File: config.mk
export PLATFORM = sky130hd
export DESIGN_NAME = pie_sector_pixel_classifier_core_flat
export DESIGN_NICKNAME = d
export VERILOG_FILES = /design/src/pspc_pkg.sv /design/src/pspc_if.sv /design/src/pspc_front.sv /design/src/pspc_div_stage.sv /design/src/pspc_back.sv /design/src/pie_sector_pixel_classifier_core.sv /design/src/flat_wrapper.sv
export SDC_FILE = /design/constraint.sdc
export NUM_CORES = 2
export LEC_CHECK = 0
export BUFFER_PORTS_ARGS = -buffer_cell sky130_fd_sc_hd__buf_2
export CELL_PAD_IN_SITES_DETAIL_PLACEMENT = 0
export CELL_PAD_IN_SITES_GLOBAL_PLACEMENT = 1
export CORE_ASPECT_RATIO = 0.75
export CORE_MARGIN = 2
export CORE_UTILIZATION = 40
export CTS_CLUSTER_SIZE = 25
export DETAILED_ROUTE_END_ITERATION = 12
export HOLD_SLACK_MARGIN = 0.02
export PLACE_DENSITY_LB_ADDON = 0.1
export REMOVE_ABC_BUFFERS = 1
export SYNTH_ARGS = -nofsm -noshare
export SYNTH_HDL_FRONTEND = slang
export SYNTH_SLANG_ARGS = --single-unit
File: constraint.sdc
create_clock -name clk_i -period 7.45 [get_ports clk_i]
set_clock_uncertainty 0.2 [all_clocks]
set_input_delay 0 -clock clk_i [delete_from_list [all_inputs] [get_ports clk_i]]
set_output_delay 0 -clock clk_i [all_outputs]
set_load 0.05 [all_outputs]
File: src/pspc_pkg.sv
`timescale 1ns / 1ps
// ----------------------------------------------------------------------------
// pspc_pkg
// Shared widths, register indexes, angle constants and the control struct
// of the pie sector pixel classifier.
// ----------------------------------------------------------------------------
package pspc_pkg;

  localparam int COORD_BITS_DEF = 12;
  localparam int RADIUS_BITS    = 11;
  localparam int R2_BITS        = 2 * RADIUS_BITS;
  localparam int PCT_BITS       = 7;
  localparam int COLOR_BITS     = 32;
  localparam int ANGLE_BITS     = 9;
  localparam int QUO_BITS       = 6;
  localparam int CFG_IDX_BITS   = 3;
  localparam int CFG_DATA_BITS  = 32;

  typedef enum logic [CFG_IDX_BITS-1:0] {
    REG_CENTER_X    = 3'd0,
    REG_CENTER_Y    = 3'd1,
    REG_DISC_RADIUS = 3'd2,
    REG_USED_PCT    = 3'd3,
    REG_TAKEN_ARGB  = 3'd4,
    REG_SPARE_ARGB  = 3'd5
  } cfg_reg_e;

  localparam logic [QUO_BITS-1:0]   SECTOR_SCALE = 6'd45;
  localparam logic [ANGLE_BITS-1:0] RIGHT_ANGLE  = 9'd90;
  localparam logic [ANGLE_BITS-1:0] HALF_TURN    = 9'd180;
  localparam logic [ANGLE_BITS-1:0] FULL_TURN    = 9'd360;
  localparam logic [PCT_BITS-1:0]   PCT_FULL     = 7'd100;

  // percent * 360 / 100 taken as percent * 18 / 5, the fifth by reciprocal
  localparam int DEG_PER_PCT_X5 = 360 / 20;
  localparam int DIV5_SHIFT     = 14;
  localparam int DIV5_RECIP     = ((1 << DIV5_SHIFT) + 4) / 5;
  localparam int PROD_BITS      = 11;
  localparam int SCALED_BITS    = PROD_BITS + 12;

  typedef struct packed {
    logic dx_neg;
    logic dy_pos;
    logic swap;
    logic zero;
    logic covered;
  } ctl_t;

  function automatic logic [ANGLE_BITS-1:0] sector_limit(input logic [PCT_BITS-1:0] pct);
    logic [PCT_BITS-1:0]    p;
    logic [PROD_BITS-1:0]   x;
    logic [SCALED_BITS-1:0] m;
    p = (pct > PCT_FULL) ? PCT_FULL : pct;
    x = PROD_BITS'(p) * PROD_BITS'(DEG_PER_PCT_X5);
    m = SCALED_BITS'(x) * SCALED_BITS'(DIV5_RECIP);
    return m[DIV5_SHIFT +: ANGLE_BITS];
  endfunction

endpackage

File: src/pspc_if.sv
`timescale 1ns / 1ps
// ----------------------------------------------------------------------------
// pspc_if
// Pixel input and classification result channels, valid/ready handshake.
// ----------------------------------------------------------------------------
interface pspc_pix_if #(
  parameter int COORD_BITS = pspc_pkg::COORD_BITS_DEF
) ();
  logic                  valid;
  logic                  ready;
  logic [COORD_BITS-1:0] pixel_x;
  logic [COORD_BITS-1:0] pixel_y;

  modport source (output valid, output pixel_x, output pixel_y, input ready);
  modport sink   (input valid, input pixel_x, input pixel_y, output ready);
endinterface

interface pspc_res_if ();
  logic                            valid;
  logic                            ready;
  logic                            covered;
  logic                            in_used_sector;
  logic [pspc_pkg::ANGLE_BITS-1:0] angle_degrees;
  logic [pspc_pkg::COLOR_BITS-1:0] pixel_color;

  modport source (output valid, output covered, output in_used_sector,
                  output angle_degrees, output pixel_color, input ready);
  modport sink   (input valid, input covered, input in_used_sector,
                  input angle_degrees, input pixel_color, output ready);
endinterface

File: src/pspc_front.sv
`timescale 1ns / 1ps
// ----------------------------------------------------------------------------
// pspc_front
// Three pipeline stages: offsets from the centre, squares and octant ratio
// operands, then the disc coverage compare.
// ----------------------------------------------------------------------------
module pspc_front #(
  parameter int COORD_BITS = pspc_pkg::COORD_BITS_DEF
) (
  input  logic                               clk_i,
  input  logic                               rst_ni,
  input  logic                               in_valid_i,
  output logic                               in_ready_o,
  input  logic [COORD_BITS-1:0]              pixel_x_i,
  input  logic [COORD_BITS-1:0]              pixel_y_i,
  input  logic [COORD_BITS-1:0]              center_x_i,
  input  logic [COORD_BITS-1:0]              center_y_i,
  input  logic [pspc_pkg::R2_BITS-1:0]       r2_i,
  input  logic                               radius_nz_i,
  output logic                               out_valid_o,
  input  logic                               out_ready_i,
  output pspc_pkg::ctl_t                     ctl_o,
  output logic [COORD_BITS+pspc_pkg::QUO_BITS-1:0] num_o,
  output logic [COORD_BITS-1:0]              den_o
);

  localparam int REM_BITS  = COORD_BITS + pspc_pkg::QUO_BITS;
  localparam int SQ_BITS   = 2 * COORD_BITS;
  localparam int DIST_BITS = SQ_BITS + 1;
  localparam int CMP_BITS  = (DIST_BITS > pspc_pkg::R2_BITS) ? DIST_BITS : pspc_pkg::R2_BITS;

  logic ld_a, ld_b, ld_c;

  // stage a: offsets and magnitudes
  logic                  a_v_q;
  logic [COORD_BITS-1:0] a_ax_q, a_ay_q, a_ax_d, a_ay_d;
  pspc_pkg::ctl_t        a_ctl_q, a_ctl_d;
  logic [COORD_BITS:0]   dx, dy, ndx, ndy;

  // stage b: squares and ratio operands
  logic                  b_v_q;
  logic [SQ_BITS-1:0]    b_sqx_q, b_sqy_q, b_sqx_d, b_sqy_d;
  logic [REM_BITS-1:0]   b_num_q, b_num_d;
  logic [COORD_BITS-1:0] b_den_q, b_den_d;
  pspc_pkg::ctl_t        b_ctl_q, b_ctl_d;
  logic [COORD_BITS-1:0] small_v;

  // stage c: coverage
  logic                  c_v_q;
  logic [REM_BITS-1:0]   c_num_q;
  logic [COORD_BITS-1:0] c_den_q;
  pspc_pkg::ctl_t        c_ctl_q, c_ctl_d;
  logic [DIST_BITS-1:0]  dist2;

  assign ld_c       = !c_v_q || out_ready_i;
  assign ld_b       = !b_v_q || ld_c;
  assign ld_a       = !a_v_q || ld_b;
  assign in_ready_o = ld_a;

  always_comb begin
    dx  = {1'b0, pixel_x_i} - {1'b0, center_x_i};
    dy  = {1'b0, pixel_y_i} - {1'b0, center_y_i};
    ndx = -dx;
    ndy = -dy;
    a_ay_d = dx[COORD_BITS] ? ndx[COORD_BITS-1:0] : dx[COORD_BITS-1:0];
    a_ax_d = dy[COORD_BITS] ? ndy[COORD_BITS-1:0] : dy[COORD_BITS-1:0];
    a_ctl_d         = '0;
    a_ctl_d.dx_neg  = dx[COORD_BITS];
    a_ctl_d.dy_pos  = !dy[COORD_BITS] && (dy != '0);
  end

  always_comb begin
    b_sqx_d      = SQ_BITS'(a_ay_q) * SQ_BITS'(a_ay_q);
    b_sqy_d      = SQ_BITS'(a_ax_q) * SQ_BITS'(a_ax_q);
    b_ctl_d      = a_ctl_q;
    b_ctl_d.swap = a_ax_q > a_ay_q;
    b_ctl_d.zero = (a_ax_q == '0) && (a_ay_q == '0);
    small_v      = b_ctl_d.swap ? a_ay_q : a_ax_q;
    b_den_d      = b_ctl_d.swap ? a_ax_q : a_ay_q;
    b_num_d      = REM_BITS'(small_v) * REM_BITS'(pspc_pkg::SECTOR_SCALE);
  end

  always_comb begin
    dist2           = DIST_BITS'(b_sqx_q) + DIST_BITS'(b_sqy_q);
    c_ctl_d         = b_ctl_q;
    c_ctl_d.covered = radius_nz_i && (CMP_BITS'(dist2) <= CMP_BITS'(r2_i));
  end

  always_ff @(posedge clk_i or negedge rst_ni) begin
    if (!rst_ni) begin
      a_v_q <= 1'b0;
      b_v_q <= 1'b0;
      c_v_q <= 1'b0;
    end else begin
      if (ld_a) begin
        a_v_q <= in_valid_i;
      end
      if (ld_b) begin
        b_v_q <= a_v_q;
      end
      if (ld_c) begin
        c_v_q <= b_v_q;
      end
    end
  end

  always_ff @(posedge clk_i) begin
    if (ld_a && in_valid_i) begin
      a_ax_q  <= a_ax_d;
      a_ay_q  <= a_ay_d;
      a_ctl_q <= a_ctl_d;
    end
    if (ld_b && a_v_q) begin
      b_sqx_q <= b_sqx_d;
      b_sqy_q <= b_sqy_d;
      b_num_q <= b_num_d;
      b_den_q <= b_den_d;
      b_ctl_q <= b_ctl_d;
    end
    if (ld_c && b_v_q) begin
      c_num_q <= b_num_q;
      c_den_q <= b_den_q;
      c_ctl_q <= c_ctl_d;
    end
  end

  assign out_valid_o = c_v_q;
  assign ctl_o       = c_ctl_q;
  assign num_o       = c_num_q;
  assign den_o       = c_den_q;

endmodule

File: src/pspc_div_stage.sv
`timescale 1ns / 1ps
// ----------------------------------------------------------------------------
// pspc_div_stage
// One registered stage of the restoring divider, two quotient bits.
// ----------------------------------------------------------------------------
module pspc_div_stage #(
  parameter int COORD_BITS = pspc_pkg::COORD_BITS_DEF,
  parameter int BIT_HI     = pspc_pkg::QUO_BITS - 1
) (
  input  logic                                     clk_i,
  input  logic                                     rst_ni,
  input  logic                                     in_valid_i,
  output logic                                     in_ready_o,
  input  pspc_pkg::ctl_t                           ctl_i,
  input  logic [COORD_BITS+pspc_pkg::QUO_BITS-1:0] rem_i,
  input  logic [COORD_BITS-1:0]                    den_i,
  input  logic [pspc_pkg::QUO_BITS-1:0]            quo_i,
  output logic                                     out_valid_o,
  input  logic                                     out_ready_i,
  output pspc_pkg::ctl_t                           ctl_o,
  output logic [COORD_BITS+pspc_pkg::QUO_BITS-1:0] rem_o,
  output logic [COORD_BITS-1:0]                    den_o,
  output logic [pspc_pkg::QUO_BITS-1:0]            quo_o
);

  localparam int REM_BITS = COORD_BITS + pspc_pkg::QUO_BITS;

  logic                          v_q, ld;
  pspc_pkg::ctl_t                ctl_q;
  logic [REM_BITS-1:0]           rem_q, rem_d, rem_mid, sub_hi, sub_lo;
  logic [COORD_BITS-1:0]         den_q;
  logic [pspc_pkg::QUO_BITS-1:0] quo_q, quo_d;
  logic                          take_hi, take_lo;

  assign ld         = !v_q || out_ready_i;
  assign in_ready_o = ld;

  always_comb begin
    sub_hi          = REM_BITS'(den_i) << BIT_HI;
    sub_lo          = REM_BITS'(den_i) << (BIT_HI - 1);
    take_hi         = rem_i >= sub_hi;
    rem_mid         = take_hi ? (rem_i - sub_hi) : rem_i;
    take_lo         = rem_mid >= sub_lo;
    rem_d           = take_lo ? (rem_mid - sub_lo) : rem_mid;
    quo_d           = quo_i;
    quo_d[BIT_HI]   = take_hi;
    quo_d[BIT_HI-1] = take_lo;
  end

  always_ff @(posedge clk_i or negedge rst_ni) begin
    if (!rst_ni) begin
      v_q <= 1'b0;
    end else if (ld) begin
      v_q <= in_valid_i;
    end
  end

  always_ff @(posedge clk_i) begin
    if (ld && in_valid_i) begin
      ctl_q <= ctl_i;
      rem_q <= rem_d;
      den_q <= den_i;
      quo_q <= quo_d;
    end
  end

  assign out_valid_o = v_q;
  assign ctl_o       = ctl_q;
  assign rem_o       = rem_q;
  assign den_o       = den_q;
  assign quo_o       = quo_q;

endmodule

File: src/pspc_back.sv
`timescale 1ns / 1ps
// ----------------------------------------------------------------------------
// pspc_back
// Quadrant folding of the octant angle, sector decision, colour select and
// the output register.
// ----------------------------------------------------------------------------
module pspc_back (
  input  logic                              clk_i,
  input  logic                              rst_ni,
  input  logic                              in_valid_i,
  output logic                              in_ready_o,
  input  pspc_pkg::ctl_t                    ctl_i,
  input  logic [pspc_pkg::QUO_BITS-1:0]     quo_i,
  input  logic [pspc_pkg::ANGLE_BITS-1:0]   boundary_i,
  input  logic [pspc_pkg::COLOR_BITS-1:0]   taken_argb_i,
  input  logic [pspc_pkg::COLOR_BITS-1:0]   spare_argb_i,
  output logic                              out_valid_o,
  input  logic                              out_ready_i,
  output logic                              covered_o,
  output logic                              in_used_sector_o,
  output logic [pspc_pkg::ANGLE_BITS-1:0]   angle_degrees_o,
  output logic [pspc_pkg::COLOR_BITS-1:0]   pixel_color_o
);

  localparam int AB = pspc_pkg::ANGLE_BITS;

  logic                              v_q, ld;
  logic                              cov_q, used_q, used_d;
  logic [AB-1:0]                     ang_q, ang_d, base, half, full;
  logic [pspc_pkg::COLOR_BITS-1:0]   col_q, col_d;

  assign ld         = !v_q || out_ready_i;
  assign in_ready_o = ld;

  always_comb begin
    base = ctl_i.swap ? AB'(quo_i) : (pspc_pkg::RIGHT_ANGLE - AB'(quo_i));
    half = ctl_i.dy_pos ? (pspc_pkg::HALF_TURN - base) : base;
    full = ctl_i.dx_neg ? (pspc_pkg::FULL_TURN - half) : half;
    if (!ctl_i.covered || ctl_i.zero || (full == pspc_pkg::FULL_TURN)) begin
      ang_d = '0;
    end else begin
      ang_d = full;
    end
    used_d = ctl_i.covered && (ang_d < boundary_i);
    if (!ctl_i.covered) begin
      col_d = '0;
    end else begin
      col_d = used_d ? taken_argb_i : spare_argb_i;
    end
  end

  always_ff @(posedge clk_i or negedge rst_ni) begin
    if (!rst_ni) begin
      v_q <= 1'b0;
    end else if (ld) begin
      v_q <= in_valid_i;
    end
  end

  always_ff @(posedge clk_i) begin
    if (ld && in_valid_i) begin
      cov_q  <= ctl_i.covered;
      used_q <= used_d;
      ang_q  <= ang_d;
      col_q  <= col_d;
    end
  end

  assign out_valid_o      = v_q;
  assign covered_o        = cov_q;
  assign in_used_sector_o = used_q;
  assign angle_degrees_o  = ang_q;
  assign pixel_color_o    = col_q;

endmodule

File: src/pie_sector_pixel_classifier_core.sv
`timescale 1ns / 1ps
// ----------------------------------------------------------------------------
// pie_sector_pixel_classifier_core
// Classifies screen pixels against a configured pie chart: disc coverage,
// clockwise angle from north, used or free sector and its colour.
//
//   channel   dir  handshake      payload
//   pix_in    in   valid/ready    pixel_x, pixel_y
//   res_out   out  valid/ready    covered, in_used_sector, angle_degrees,
//                                 pixel_color
//   cfg       in   cfg_we_i       cfg_idx_i, cfg_data_i (write only)
//
// one pixel per clock sustained while res_out is ready; 7 register stages
// from input to result: three front stages, three divider stages (two
// quotient bits each) and the output stage
// reset clears the settings and every valid bit, no warm-up pass
// a stalled output only holds the stages that are full; bubbles still fill
// ----------------------------------------------------------------------------
module pie_sector_pixel_classifier_core #(
  parameter int COORD_BITS = pspc_pkg::COORD_BITS_DEF
) (
  input  logic                                 clk_i,
  input  logic                                 rst_ni,
  pspc_pix_if.sink                             pix_in,
  pspc_res_if.source                           res_out,
  input  logic                                 cfg_we_i,
  input  logic [pspc_pkg::CFG_IDX_BITS-1:0]    cfg_idx_i,
  input  logic [pspc_pkg::CFG_DATA_BITS-1:0]   cfg_data_i
);

  localparam int REM_BITS   = COORD_BITS + pspc_pkg::QUO_BITS;
  localparam int DIV_STAGES = pspc_pkg::QUO_BITS / 2;

  logic [COORD_BITS-1:0]              center_x_q, center_y_q;
  logic [pspc_pkg::RADIUS_BITS-1:0]   radius_q;
  logic [pspc_pkg::PCT_BITS-1:0]      pct_q;
  logic [pspc_pkg::COLOR_BITS-1:0]    taken_argb_q, spare_argb_q;
  logic [pspc_pkg::R2_BITS-1:0]       r2_q;
  logic                               radius_nz_q;
  logic [pspc_pkg::ANGLE_BITS-1:0]    boundary_q;

  logic                               dv_valid [DIV_STAGES+1];
  logic                               dv_ready [DIV_STAGES+1];
  pspc_pkg::ctl_t                     dv_ctl   [DIV_STAGES+1];
  logic [REM_BITS-1:0]                dv_rem   [DIV_STAGES+1];
  logic [COORD_BITS-1:0]              dv_den   [DIV_STAGES+1];
  logic [pspc_pkg::QUO_BITS-1:0]      dv_quo   [DIV_STAGES+1];

  // configuration registers
  always_ff @(posedge clk_i or negedge rst_ni) begin
    if (!rst_ni) begin
      center_x_q   <= '0;
      center_y_q   <= '0;
      radius_q     <= '0;
      pct_q        <= '0;
      taken_argb_q <= '0;
      spare_argb_q <= '0;
    end else if (cfg_we_i) begin
      case (cfg_idx_i)
        pspc_pkg::REG_CENTER_X:    center_x_q   <= cfg_data_i[COORD_BITS-1:0];
        pspc_pkg::REG_CENTER_Y:    center_y_q   <= cfg_data_i[COORD_BITS-1:0];
        pspc_pkg::REG_DISC_RADIUS: radius_q     <= cfg_data_i[pspc_pkg::RADIUS_BITS-1:0];
        pspc_pkg::REG_USED_PCT:    pct_q        <= cfg_data_i[pspc_pkg::PCT_BITS-1:0];
        pspc_pkg::REG_TAKEN_ARGB:  taken_argb_q <= cfg_data_i[pspc_pkg::COLOR_BITS-1:0];
        pspc_pkg::REG_SPARE_ARGB:  spare_argb_q <= cfg_data_i[pspc_pkg::COLOR_BITS-1:0];
        default: ;
      endcase
    end
  end

  // derived settings
  always_ff @(posedge clk_i or negedge rst_ni) begin
    if (!rst_ni) begin
      r2_q        <= '0;
      radius_nz_q <= 1'b0;
      boundary_q  <= '0;
    end else begin
      r2_q        <= pspc_pkg::R2_BITS'(radius_q) * pspc_pkg::R2_BITS'(radius_q);
      radius_nz_q <= radius_q != '0;
      boundary_q  <= pspc_pkg::sector_limit(pct_q);
    end
  end

  pspc_front #(
    .COORD_BITS (COORD_BITS)
  ) u_front (
    .clk_i       (clk_i),
    .rst_ni      (rst_ni),
    .in_valid_i  (pix_in.valid),
    .in_ready_o  (pix_in.ready),
    .pixel_x_i   (pix_in.pixel_x),
    .pixel_y_i   (pix_in.pixel_y),
    .center_x_i  (center_x_q),
    .center_y_i  (center_y_q),
    .r2_i        (r2_q),
    .radius_nz_i (radius_nz_q),
    .out_valid_o (dv_valid[0]),
    .out_ready_i (dv_ready[0]),
    .ctl_o       (dv_ctl[0]),
    .num_o       (dv_rem[0]),
    .den_o       (dv_den[0])
  );

  assign dv_quo[0] = '0;

  for (genvar g = 0; g < DIV_STAGES; g++) begin : g_div
    pspc_div_stage #(
      .COORD_BITS (COORD_BITS),
      .BIT_HI     (pspc_pkg::QUO_BITS - 1 - 2 * g)
    ) u_div (
      .clk_i       (clk_i),
      .rst_ni      (rst_ni),
      .in_valid_i  (dv_valid[g]),
      .in_ready_o  (dv_ready[g]),
      .ctl_i       (dv_ctl[g]),
      .rem_i       (dv_rem[g]),
      .den_i       (dv_den[g]),
      .quo_i       (dv_quo[g]),
      .out_valid_o (dv_valid[g+1]),
      .out_ready_i (dv_ready[g+1]),
      .ctl_o       (dv_ctl[g+1]),
      .rem_o       (dv_rem[g+1]),
      .den_o       (dv_den[g+1]),
      .quo_o       (dv_quo[g+1])
    );
  end

  pspc_back u_back (
    .clk_i            (clk_i),
    .rst_ni           (rst_ni),
    .in_valid_i       (dv_valid[DIV_STAGES]),
    .in_ready_o       (dv_ready[DIV_STAGES]),
    .ctl_i            (dv_ctl[DIV_STAGES]),
    .quo_i            (dv_quo[DIV_STAGES]),
    .boundary_i       (boundary_q),
    .taken_argb_i     (taken_argb_q),
    .spare_argb_i     (spare_argb_q),
    .out_valid_o      (res_out.valid),
    .out_ready_i      (res_out.ready),
    .covered_o        (res_out.covered),
    .in_used_sector_o (res_out.in_used_sector),
    .angle_degrees_o  (res_out.angle_degrees),
    .pixel_color_o    (res_out.pixel_color)
  );

endmodule
File: src/flat_wrapper.sv
// flat-port wrapper written by rule: the top's interface ports become plain ports
module pie_sector_pixel_classifier_core_flat 
#(
  parameter int COORD_BITS = pspc_pkg::COORD_BITS_DEF
)
  (clk_i, rst_ni, cfg_we_i, cfg_idx_i, cfg_data_i, pix_in_valid, pix_in_pixel_x, pix_in_pixel_y, pix_in_ready, res_out_valid, res_out_covered, res_out_in_used_sector, res_out_angle_degrees, res_out_pixel_color, res_out_ready);
  pspc_pix_if #(.COORD_BITS(COORD_BITS)) pix_in_i ();
  pspc_res_if res_out_i ();
  input  logic clk_i;
  input  logic rst_ni;
  input  logic cfg_we_i;
  input  logic [pspc_pkg::CFG_IDX_BITS-1:0] cfg_idx_i;
  input  logic [pspc_pkg::CFG_DATA_BITS-1:0] cfg_data_i;
  input wire logic [$bits(pix_in_i.valid)-1:0] pix_in_valid;
  input wire logic [$bits(pix_in_i.pixel_x)-1:0] pix_in_pixel_x;
  input wire logic [$bits(pix_in_i.pixel_y)-1:0] pix_in_pixel_y;
  output wire logic [$bits(pix_in_i.ready)-1:0] pix_in_ready;
  output wire logic [$bits(res_out_i.valid)-1:0] res_out_valid;
  output wire logic [$bits(res_out_i.covered)-1:0] res_out_covered;
  output wire logic [$bits(res_out_i.in_used_sector)-1:0] res_out_in_used_sector;
  output wire logic [$bits(res_out_i.angle_degrees)-1:0] res_out_angle_degrees;
  output wire logic [$bits(res_out_i.pixel_color)-1:0] res_out_pixel_color;
  input wire logic [$bits(res_out_i.ready)-1:0] res_out_ready;
  assign pix_in_i.valid = pix_in_valid;
  assign pix_in_i.pixel_x = pix_in_pixel_x;
  assign pix_in_i.pixel_y = pix_in_pixel_y;
  assign pix_in_ready = pix_in_i.ready;
  assign res_out_valid = res_out_i.valid;
  assign res_out_covered = res_out_i.covered;
  assign res_out_in_used_sector = res_out_i.in_used_sector;
  assign res_out_angle_degrees = res_out_i.angle_degrees;
  assign res_out_pixel_color = res_out_i.pixel_color;
  assign res_out_i.ready = res_out_ready;
  pie_sector_pixel_classifier_core #(.COORD_BITS(COORD_BITS)) u_core (.clk_i(clk_i), .rst_ni(rst_ni), .pix_in(pix_in_i), .res_out(res_out_i), .cfg_we_i(cfg_we_i), .cfg_idx_i(cfg_idx_i), .cfg_data_i(cfg_data_i));
endmodule
* Yosys cells after proc, flatten, opt, wreduce, memory -nomap -nowiden
Cells that the tools add are included.
** Storage, ports and cells
- Flip-flop bits (word level) :: 418
- Input bits :: 64
- Output and inout port bits :: 45
- Logic and storage cells :: 151
** Operators by class
- Add/subtract/negate cells :: 13
- Multiply operators :: 6
- $lt $le $gt $ge :: 10
- Equal/unequal tests :: 6
- Mux-type cells :: 15
- Reduce and logical (&&, ||, !) cells :: 40
** Operators with widths (number)
- two-way mux 18 bit :: 5
- multiplier 12 x 12 -> 24 bit :: 2
- two-way mux 12 bit :: 4
- two-way mux 9 bit :: 4
- two-way mux 32 bit :: 1
- subtractor 12 x 12 -> 13 bit :: 2
- adder 24 x 24 -> 25 bit :: 1
- less-or-equal comparator 25 x 22 -> 1 bit :: 1
- logical NOT 12 bit :: 2
- negator 12 bit :: 2
- multiplier 10 x 12 -> 22 bit (second input constant) :: 1
- multiplier 11 x 11 -> 22 bit :: 1
- >= comparator 18 x 12 -> 1 bit :: 1
- >= comparator 18 x 13 -> 1 bit :: 1
- >= comparator 18 x 14 -> 1 bit :: 1
- >= comparator 18 x 15 -> 1 bit :: 1
- >= comparator 18 x 16 -> 1 bit :: 1
- >= comparator 18 x 17 -> 1 bit :: 1
- multiplier 12 x 6 -> 18 bit (second input constant) :: 1
- subtractor 18 x 13 -> 18 bit :: 1
- subtractor 18 x 14 -> 18 bit :: 1
- subtractor 18 x 15 -> 18 bit :: 1
- subtractor 18 x 16 -> 18 bit :: 1
- subtractor 18 x 17 -> 18 bit :: 1
- 19 further kinds :: 52

* Longest topological paths before layout
- Depth in word-level cells :: 12
- Depth in mapped cells :: 32
- Gate-level depth less buffers :: 30

* Hierarchy
A second synthesis with hierarchy kept.
** Unflattened totals
- Cells, all modules :: 3657
- Area, all modules :: 38723.4 um2
** By module, submodules not included
- pspc_front :: instances 1, cells an instance 1719, area an instance 16986.3 um2, seq. area each 4309.1 um2
- pie_sector_pixel_classifier_core :: instances 1, cells an instance 849, area an instance 10064.7 um2, seq. area each 3428.3 um2
- pspc_div_stage (u_core.g_div[2].u_div) :: instances 1, cells an instance 284, area an instance 3012.9 um2, seq. area each 1256.2 um2
- pspc_div_stage (u_core.g_div[1].u_div) :: instances 1, cells an instance 268, area an instance 2997.9 um2, seq. area each 1256.2 um2
- pspc_back :: instances 1, cells an instance 292, area an instance 2884.0 um2, seq. area each 1316.3 um2
- pspc_div_stage (u_core.g_div[0].u_div) :: instances 1, cells an instance 245, area an instance 2777.7 um2, seq. area each 1256.2 um2

* Least setup slack after synthesis
Ideal clock, no wire load.
- Kind :: register to register
- From :: register u_core.pct_q[3] (netlist bit)
- To :: register u_core.boundary_q[8] (netlist bit)
- Setup time :: 0.123 ns
- Data arrival time :: 6.633 ns
- Required time :: 7.127 ns
- Slack :: 0.495 ns
- Cell stages (with the launch flop) :: 29
- Path buffers :: 0
- Clock period less this slack :: 6.955 ns
- Cells stage by stage :: dfrtp_1 > o311ai_0 > nand2_1 > inv_1 > ha_1 > ha_1 > inv_1 > fa_1 > nor2b_1 > o21ai_0 > nand2b_1 > xor2_1 > ha_1 > fa_1 > fa_1 > fa_1 > inv_1 > fa_1 > inv_1 > ha_1 > a21o_1 > a21oi_1 > nand3_1 > a41o_1 > o211ai_1 > a21boi_0 > o21ai_0 > nand2b_1 > xnor2_1
** Between the ends
- Longest elaborated chain between the ends :: 4
** RTL lines
- from (decl) :: line pie_sector_pixel_classifier_core.sv:36 : logic [pspc_pkg::PCT_BITS-1:0] pct_q;
- from (signal assigned) :: line pie_sector_pixel_classifier_core.sv:63 : pspc_pkg::REG_USED_PCT: pct_q <= cfg_data_i[pspc_pkg::PCT_BITS-1:0];
- greater-than comparator 7 bit :: line pspc_pkg.sv:53 : p = (pct > PCT_FULL) ? PCT_FULL : pct;
- two-way mux 7 bit * :: line pspc_pkg.sv:53
- multiplier 7 x 4 -> 10 bit * :: line pspc_pkg.sv:54 : x = PROD_BITS'(p) * PROD_BITS'(DEG_PER_PCT_X5);
- multiplier 10 x 12 -> 22 bit * :: line pspc_pkg.sv:55 : m = SCALED_BITS'(x) * SCALED_BITS'(DIV5_RECIP);
- to (signal assigned) :: line pie_sector_pixel_classifier_core.sv:80 : boundary_q <= pspc_pkg::sector_limit(pct_q);
- to (decl) :: line pie_sector_pixel_classifier_core.sv:40 : logic [pspc_pkg::ANGLE_BITS-1:0] boundary_q;
Every way passes the cells marked *; elsewhere a longest branch is shown, timed or not.
A chain may end at the register's enable or synchronous reset.

* Final worst setup path
- From :: register u_core.pct_q[6] (netlist bit)
- To :: register u_core.boundary_q[8] (netlist bit)
The elaborated chain is that of the path after synthesis.

==> results_dict.tcl <==
set metrics [dict create \
    synth_top_cell_by_area "edfxtp_1" \
    ant_nets 0 \
    syn_inst 3405 \
    clockBufferDepth 3 \
    synth_area_leaders "edfxtp_1 23%, fa_1 15%, ha_1 15%" \
    status "completed" \
    rows 94 \
    utilization 0.4589 \
    cts_tree "done" \
    grt_pass1_wl_um 138200 \
    vias 24130 \
    dieHeight_um 262.4 \
    syn_area_sq_mm 0.03561 \
    die_x_um 348.5 \
    crit_type "reg2reg" \
    port_buffers 108 \
    yosysUniqueCellTypes 71 \
    finalNetCount 4405 \
    worstHoldStart "cfg_data_i[11]" \
    first_pass_iters 5 \
    use_met1 0.2869 \
    start_util 0.4048 \
    r2r-start "u_core.pct_q[6]" \
    grt_use_met3 0.02407 \
    grt_usage 0.1886 \
    grt-ovfl-total 0 \
    drv_slew 0 \
    wirelength_um 84580 \
    fmax_mhz 140.8 \
    cp.required_ps 7740 \
    start_kind "register" \
    synth-edff-count 271 \
    antenna_found_initial 3 \
    worst_pin_slew_ps 997.2 \
    crit_fanout 5 \
    grt_use_met2 0.2893 \
    reg2reg_slack_ps 350 \
    startpoint "u_core.pct_q[6]" \
    avgRoutedWirePerCell_um 17.50 \
    grt_max_degree 76 \
    hpwlAfterDp_um 66710 \
    cts_max_level 2 \
    relSlewSlack 0.3338 \
    synthArstFlopShare 0.3470 \
    cts_root_buf "clkbuf_16" \
    ys_ff_latch 415 \
    synth_ff_type "edfxtp_1" \
    cap_violations 0 \
    path_clk_slew_ps 60 \
    hp-class "in2reg" \
    cts_buffers 48 \
    area_growth_pct 13.35 \
    drive_gt1_frac 0.1154 \
    min_period_ps 7102 \
    ys_seq_area_frac 0.3297 \
    grt_pass1_vias 25240 \
    clock_sinks 415 \
    setup_viol_count_final 0 \
    gp_congestion 0.8326 \
    end_kind "register" \
    yosys_warnings 0 \
    drtIter0Drc 1329 \
    viasPerCell 4.992 \
    clkLatencyLatePin_ps 620 \
    core_area_sq_mm 0.08797 \
    min_period_over_period 0.9533 \
    busiest_layer "met2" \
    die-area_sq_mm 0.09146 \
    ios 109 \
    yosysTopAreaCellShare 0.2285 \
    hold_viol 0 \
    drcViolationCount 0 \
    avgSynthCellArea_sq_um 10.46 \
    arrival_ps 7390 \
]
-- synth_stat cells (18+ instances only) --
| master | number |
|---|---|
| inv_1 | 529 |
| ha_1 | 431 |
| fa_1 | 273 |
| edfxtp_1 | 271 |
| nand2_1 | 233 |
| nor2_1 | 206 |
| xnor2_1 | 150 |
| o21ai_0 | 147 |
| a21oi_1 | 145 |
| dfrtp_1 | 144 |
| mux2_2 | 127 |
| and2_1 | 101 |
| clkbuf_1 | 72 |
| a21o_1 | 59 |
| nor3_1 | 57 |
| nor2b_1 | 52 |
| xor2_1 | 52 |
| nand3_1 | 28 |
| nand4_1 | 28 |
| o21bai_1 | 26 |
| nand2b_1 | 25 |
| mux2i_1 | 18 |
-- timing repair --
item | 4_1_cts | 5_1_grt
hold endpoints to repair | 239 | 0
resized for setup | 0 | 4
hold buffers | 99 | 0
setup endpoints to repair | 0 | 3
setup buffers | 0 | 2
-- metal layers --
layer / wire (um) / vias up
li1: - / 11940
met1: 43840 / 11820
met2: 36860 / 290
met3: 2680 / 68
met4: 1182 / 2
met5: 13 / -
-- sequential cells by signal, summed over array words and instances, names as in the netlist, 21 cells and up --
| register | flops |
|---|---|
| u_core.g_div.u_div.den_o | 24 |
| u_core.g_div.u_div.rem_o | 36 |
| u_core.r2_q | 21 |
| u_core.spare_argb_q | 32 |
| u_core.taken_argb_q | 32 |
| u_core.u_back.pixel_color_o | 32 |
| u_core.u_front.b_sqx_q | 23 |
| u_core.u_front.b_sqy_q | 23 |
-- critical path, stage by stage, from the launching register on --
cell and delay [ps]:
dfrtp_1 450, nand2_1 130, nor2_1 50, or2_2 320, ha_1 320, ha_1 300, a21o_1 190, a21oi_2 170
nor2b_1 60, o21ai_0 190, xnor2_1 200, ha_1 320, fa_1 610, fa_1 460, fa_1 540, inv_1 50
fa_1 500, inv_1 40, ha_1 330, a21o_1 160, a21oi_1 130, nand3_1 170, a41o_1 300, o211ai_1 240
a21boi_0 160, o21ai_0 180, nand2b_1 90, xnor2_1 120
-- final timing paths --
kind	end	depth (start not counted)
max	u_core.boundary_q[8]	27
min	u_core.center_x_q[11]	4
max reg2reg	u_core.boundary_q[8]	27
min reg2reg	u_core.u_front.num_o[9]	0
max in group asynchronous	u_core.r2_q[21]	4
min in group asynchronous	u_core.spare_argb_q[31]	4
-- area by class of cell --
class / count / area, sq um
Antenna cell: 7 / 17.52
Sequential cell: 415 / 11740
Multi-Input combinational cell: 2378 / 21610
Timing Repair Buffer: 261 / 1971
Fill cell: 8264 / 47610
Tap cell: 1152 / 1441
Inverter: 533 / 2001
Clock buffer: 64 / 1344
Clock inverter: 23 / 236.5
-- per-stage QoR --
stage          cells  hold WS, ps  instance area (sq um)  setup slack [ps]  TNS (ps)
3_5_place_dp    4638       -107.5                  37720             188.1         0
3_3_place_gp    4638       -127.5                  37720             262.1         0
2_1_floorplan   3326       -495.6                  35270             353.0         0
6_report        4833        58.51                  40370             348.2         0
4_1_cts         4824        25.58                  40320             160.5         0
5_1_grt         4827        34.70                  40350            -4.904    -4.904
-- cell families (layout without fill, tap and decap cells) --
| family | Yosys count | in the layout | synth area share |
|---|---|---|---|
| xor gates and xnor gates | 203 | 203 | 0.05035 |
| other | 0 | 7 | 0 |
| muxes | 159 | 159 | 0.05133 |
| adders and majority gates | 704 | 704 | 0.3049 |
| buffers and inverters | 612 | 881 | 0.06570 |
| DFF | 415 | 415 | 0.3297 |
| and+or+nand+nor | 810 | 810 | 0.1102 |
| AOI/OAI and AO/OA | 502 | 502 | 0.08787 |
-- cell usage in the layout, fill, tap and decap left out, types with 6 or more instances in the layout --
| cell | instances |
|---|---|
| a211o_1 | 8 |
| a211oi_1 | 14 |
| a21boi_0 | 15 |
| a21o_1 | 59 |
| a21oi_1 | 143 |
| a31oi_1 | 11 |
| and2_1 | 99 |
| and3_1 | 17 |
| buf_2 | 107 |
| buf_4 | 54 |
| clkbuf_1 | 10 |
| clkbuf_16 | 50 |
| clkinv_2 | 6 |
| dfrtp_1 | 143 |
| diode_2 | 7 |
| dlygate4sd3_1 | 97 |
| edfxtp_1 | 271 |
| fa_1 | 273 |
| ha_1 | 431 |
| inv_1 | 529 |
| mux2_2 | 127 |
| mux2_4 | 13 |
| mux2i_1 | 18 |
| nand2_1 | 233 |
| nand2b_1 | 25 |
| nand3_1 | 28 |
| nand4_1 | 28 |
| nor2_1 | 206 |
| nor2b_1 | 50 |
| nor3_1 | 56 |
| nor4_1 | 16 |
| o211ai_1 | 8 |
| o21a_1 | 14 |
| o21ai_0 | 147 |
| o21bai_1 | 26 |
| o31ai_1 | 12 |
| or2_2 | 15 |
| or3_1 | 9 |
| xnor2_1 | 150 |
| xor2_1 | 52 |
Power is left out: the tool's default activity adds up to more than one toggle a clock period on the data nets, which glitch-free logic cannot reach.
